<file path="config.mk">
export PLATFORM = sky130hd
export DESIGN_NAME = btlpm_front
export DESIGN_NICKNAME = d
export VERILOG_FILES = /design/src/rtl/core/btlpm_pkg.sv /design/src/rtl/core/btlpm_front.sv
export SDC_FILE = /design/constraint.sdc
export NUM_CORES = 1
export LEC_CHECK = 0
export ABC_AREA = 1
export BUFFER_PORTS_ARGS = -buffer_cell sky130_fd_sc_hd__buf_4
export CAP_MARGIN = 20
export CORE_MARGIN = 1
export CORE_UTILIZATION = 56
export CTS_CLUSTER_DIAMETER = 100
export CTS_CLUSTER_SIZE = 14
export DETAILED_ROUTE_END_ITERATION = 10
export GPL_TIMING_DRIVEN = 0
export MAX_ROUTING_LAYER = met4
export PLACE_DENSITY = 0.85
export SETUP_SLACK_MARGIN = 0.4
export SLEW_MARGIN = 20
export SYNTH_ARGS = -nofsm -noshare
export SYNTH_HDL_FRONTEND = slang
export SYNTH_SLANG_ARGS = --single-unit
</file>
<file path="constraint.sdc">
create_clock -name clk -period 5.16 [get_ports clk]
set_input_delay 0 -clock clk [delete_from_list [all_inputs] [get_ports clk]]
set_output_delay 0 -clock clk [all_outputs]
set_load 0.02 [all_outputs]
</file>
<file path="src/rtl/core/btlpm_pkg.sv">
// Shared types and constants for the binary trie longest prefix match block.
// Used by every module under rtl/core except btlpm_ram; depends on nothing else.
`timescale 1ns / 1ps
`default_nettype none

package btlpm_pkg;

	localparam int NODES_DEF   = 1024;
	localparam int ID_BITS_DEF = 16;

	localparam int ADDR_W  = 32;
	localparam int LEN_W   = 6;
	localparam int ROUTE_W = 16;

	localparam logic [LEN_W-1:0] MAX_LEN = 6'd32;

	localparam logic FUNC_INSERT = 1'b0;
	localparam logic FUNC_LOOKUP = 1'b1;

	localparam logic STATUS_DONE = 1'b0;
	localparam logic STATUS_FULL = 1'b1;

	typedef struct packed {
		logic               func;
		logic [ADDR_W-1:0]  addr;
		logic [LEN_W-1:0]   prefix_len;
		logic [ROUTE_W-1:0] route_id;
	} req_t;

	typedef struct packed {
		logic               hit;
		logic [ROUTE_W-1:0] match_id;
		logic               status;
	} rsp_t;

	// A request after classification, as it waits in the command queue.
	typedef struct packed {
		logic               lookup;
		logic [ADDR_W-1:0]  addr;
		logic [LEN_W-1:0]   depth;
		logic [ROUTE_W-1:0] route_id;
	} cmd_t;

	typedef struct packed {
		logic valid;
		logic ready;
	} hs_t;

endpackage

`default_nettype wire

</file>
<file path="src/rtl/core/btlpm_front.sv">
// Front end: takes request beats, classifies them and queues them as commands.
// Depends on btlpm_pkg.
`timescale 1ns / 1ps
`default_nettype none

module btlpm_front (
	input  wire logic              clk,
	input  wire logic              arst_n,
	input  wire logic              req_valid,
	output logic                   req_ready,
	input  wire btlpm_pkg::req_t   req,
	output btlpm_pkg::hs_t         cmd_hs_out,
	input  wire logic              cmd_ready,
	output btlpm_pkg::cmd_t        cmd
);

	localparam int QD = 2;

	btlpm_pkg::cmd_t queue_q [QD];
	logic [1:0]      count_q;
	logic            wr_ptr_q;
	logic            rd_ptr_q;
	logic            push;
	logic            pop;
	btlpm_pkg::cmd_t cls;

	// Lookups get the full address length as depth; inserts stop at the saturated length.
	always_comb begin
		cls.lookup   = (req.func == btlpm_pkg::FUNC_LOOKUP);
		cls.addr     = req.addr;
		cls.route_id = req.route_id;
		if (cls.lookup || req.prefix_len > btlpm_pkg::MAX_LEN) begin
			cls.depth = btlpm_pkg::MAX_LEN;
		end else begin
			cls.depth = req.prefix_len;
		end
	end

	assign req_ready        = (count_q != 2'(QD));
	assign push             = req_valid && req_ready;
	assign cmd_hs_out.valid = (count_q != 2'd0);
	assign cmd_hs_out.ready = cmd_ready;
	assign pop              = cmd_hs_out.valid && cmd_ready;
	assign cmd              = queue_q[rd_ptr_q];

	always_ff @(posedge clk) begin
		if (push) begin
			queue_q[wr_ptr_q] <= cls;
		end
	end

	always_ff @(posedge clk or negedge arst_n) begin
		if (!arst_n) begin
			count_q  <= 2'd0;
			wr_ptr_q <= 1'b0;
			rd_ptr_q <= 1'b0;
		end else begin
			if (push) begin
				wr_ptr_q <= ~wr_ptr_q;
			end
			if (pop) begin
				rd_ptr_q <= ~rd_ptr_q;
			end
			if (push && !pop) begin
				count_q <= count_q + 2'd1;
			end else if (pop && !push) begin
				count_q <= count_q - 2'd1;
			end
		end
	end

endmodule

`default_nettype wire

</file>
==> flow_summary.toml <==
[detailed_routing]
drtPass1Iterations = 4
routed_wl_mm = 11.1
vias = 3249
ant_nets = 0
drc_errors = 0
wl_per_cell_um = 17.2
via_per_inst = 5.05
first_iter_violations = 213

[global_routing]
grtUsageMet2 = 0.550
grt_start_max_net_pins = 26
overflow = 0
antenna_found_initial = 0
busiest_layer = "met2"
grt_pass1_wl_mm = 17.5
use_met1 = 0.314
grt_pass1_vias = 3501
grtUsageMet3 = 0.0719
grt_use_total = 0.301

[cells_and_area]
utilization = 0.897
drive_gt1_frac = 0.313
nets = 591
area_growth_pct = 52.4
num-fill-cells = 279
n_antenna_cell = 0
ff_latch_area_mm2 = 0.00340
multi_input_area_um2 = 771

[clocking]
cts.sinks = 114
cts_setup_buffers = 0
cts.clk_slew.worst_paths_ns = 0.06
clk_latency_ns = 0.49
cts_tree = "built"
h-tree-depth = 4
root_buffer = "clkbuf_8"
cts_buffers = 17
clockBufferDepth = 2

[critical_path]
path_cells = "inv_2 > clkbuf_1 > nand2_1 > nand2_1 > buf_4"
endpoint_kind = "output pin"
critPathMaxFanout = 10
r2r_start = "count_q[0]$_DFFE_PN0P_"
worstSetupPathType = "reg2out"
critPathMostFrequentCell = "nand2_1"
crit_start = "rd_ptr_q$_DFFE_PN0P_"
worstPathRequired_ns = 5.16
worst_setup_path_start_kind = "flop"
critPathTopFamily = "buffers and inverters"
crit_arrival_ns = 1.82
slowest_stage = "clkbuf_1"
cpPeakStageDelay_ns = 0.44
cp_num_buf_inv = 3

[sta]
fmax_ghz = 0.548
hold_ws_ns = 0.0172
slew_violations = 0
skew_ns = 0.00757
hold_viol = 0
slew-limit-headroom = 0.621
finalSetupTns_ns = 0
period_minus_slack_ns = 1.82
tightest_slew_ns = 0.568
setup_viol = 0
rsz0062_at_grt = "no"
finalCritPeriodShare = 0.353

[run]
drv_cap = 0

[die]
core-area_mm2 = 0.00737
die_w_um = 90.0
die_h_um = 90.0
die-area_mm2 = 0.00810
io-pin-count = 117
initial_core_util = 0.589
rows = 31

[power_and_ir_drop]
pwr_density_cell_mw_per_mm2 = 594
clockPowerShare = 0.269
pwr-share-comb = 0.392
internal_power_w = 0.00251
seqPwrFrac = 0.339
switching_power_w = 0.00142
ir_drop_v = 0.000332
p_leak_nw = 2.86
power_switching_share = 0.362

[placed_design]
io_buffer_count = 116
gp_congestion = 0.703
dpl.hpwl_mm = 5.51

[yosys]
synth_fa_ha_area_frac = 0.00288
yosys.area_share.simple = 0.165
synth_cell_types = 18
ys_ff_latch = 114
synthMuxAreaShare = 0
syn-cell-area_mm2 = 0.00434
synth_seq_area_share = 0.784
netlist_instances = 331
synth-compound-area-share = 0.00231
syn_area_per_cell_um2 = 13.1
yosysWarnings = 0
synthesis.nets = 391
synth_top_family_by_area = "simple AND/OR/NAND/NOR gates"
synth_xor_area_frac = 0.00404

[min_path]
hold_path.class = "in2reg"
hp-start = "req_valid"

[status]
status = "finished, final reports clean"
timing repair:
| action | 4_1_cts | 5_1_grt |
|---|---|---|
| gates resized for setup | 0 | 0 |
| endpoints found under the hold margin | 116 | 0 |
| hold buffers | 61 | 0 |
worst register-to-register path: stages, from the launching register on:
cell	delay (ns)
dfrtp_1	0.40
inv_2	0.07
nand2_2	0.07
nand2_1	0.16
nor2_4	0.49
buf_12	0.27
power by group through the flow:
stage | registers, W | clock network (W) | logic (W)
2_1_floorplan | 0.00134 | 0 | 0.000827
3_3_place_gp | 0.00136 | 0 | 0.00136
3_5_place_dp | 0.00134 | 0 | 0.00146
4_1_cts | 0.00132 | 0.00106 | 0.00151
5_1_grt | 0.00135 | 0.00111 | 0.00165
6_report | 0.00133 | 0.00106 | 0.00154
metal layers:
layer  part of all wire  vias to the layer above
met2               0.56                      172
met1               0.36                     1542
li1                   -                     1511
met3              0.057                       24
met5                  0                        -
met4              0.021                        0
registers in the layout (all words and copies together) (netlist names):
register	count
wr_ptr_q	1
rd_ptr_q	1
count_q	2
queue_q	110
cells by family after synthesis:
group	count (synthesis)
AO/OA/AOI/OAI	2
buffers and inverters	25
flip-flops	114
adder cells (fa/ha/maj)	1
XOR/XNOR	2
AND/OR/NAND/NOR	187
layout by cell type (no fill, tap or decap), types with 3 or more instances in the layout:
cell type	instances
buf_16	3
buf_4	119
buf_6	10
clkbuf_16	16
clkinvlp_4	7
dfrtp_1	4
dlygate4sd3_1	61
edfxtp_1	110
inv_1	9
inv_6	3
nand2_1	172
nor2_1	7
final timing paths:
check,to,slack (ns),cells past startpoint
worst max register to register,queue_q[0][25]$_DFFE_PP_,3.39,5
worst max-delay path,cmd[50],3.34,5
worst min-delay path,wr_ptr_q$_DFFE_PN0P_,0.02,5
max in group asynchronous,rd_ptr_q$_DFFE_PN0P_,4.54,3
worst min register to register,count_q[0]$_DFFE_PN0P_,0.53,1
min in group asynchronous,count_q[1]$_DFFE_PN0P_,0.44,3
Yosys cell counts:
library cell  instances  share of area
a21oi_1               2         0.0023
buf_4                 3         0.0052
buf_6                10          0.026
clkbuf_1              1        0.00086
dfrtp_1               4          0.023
edfxtp_1            110           0.76
ha_1                  1         0.0029
inv_1                 9         0.0078
inv_2                 2         0.0017
nand2_1             172           0.15
nand2_2               1         0.0014
nand3_1               2         0.0023
nand4_1               1         0.0014
nor2_1                9         0.0078
nor3b_1               1         0.0017
or2_1                 1         0.0014
xnor2_1               1         0.0020
xor2_1                1         0.0020
through the flow:
stage | power, W | cells | worst slack (ns) | instance area [um^2]
5_1_grt | 0.00410 | 643 | 3.25 | 6610
4_1_cts | 0.00389 | 643 | 3.37 | 6610
3_5_place_dp | 0.00279 | 550 | 3.43 | 5450
2_1_floorplan | 0.00217 | 331 | 1.71 | 4340
3_3_place_gp | 0.00271 | 546 | 0.635 | 5330
6_report | 0.00393 | 643 | 3.34 | 6610
final cells by class:
type | count | share of cell area
sequential | 114 | 0.515
timing repair buffer | 181 | 0.240
multi-input combinational | 192 | 0.117
clock buffer | 17 | 0.0626
buffer | 14 | 0.0210
clock inverter | 15 | 0.0206
tap | 99 | 0.0187
inverter | 11 | 0.00624
(Power assumes the default switching activity.)
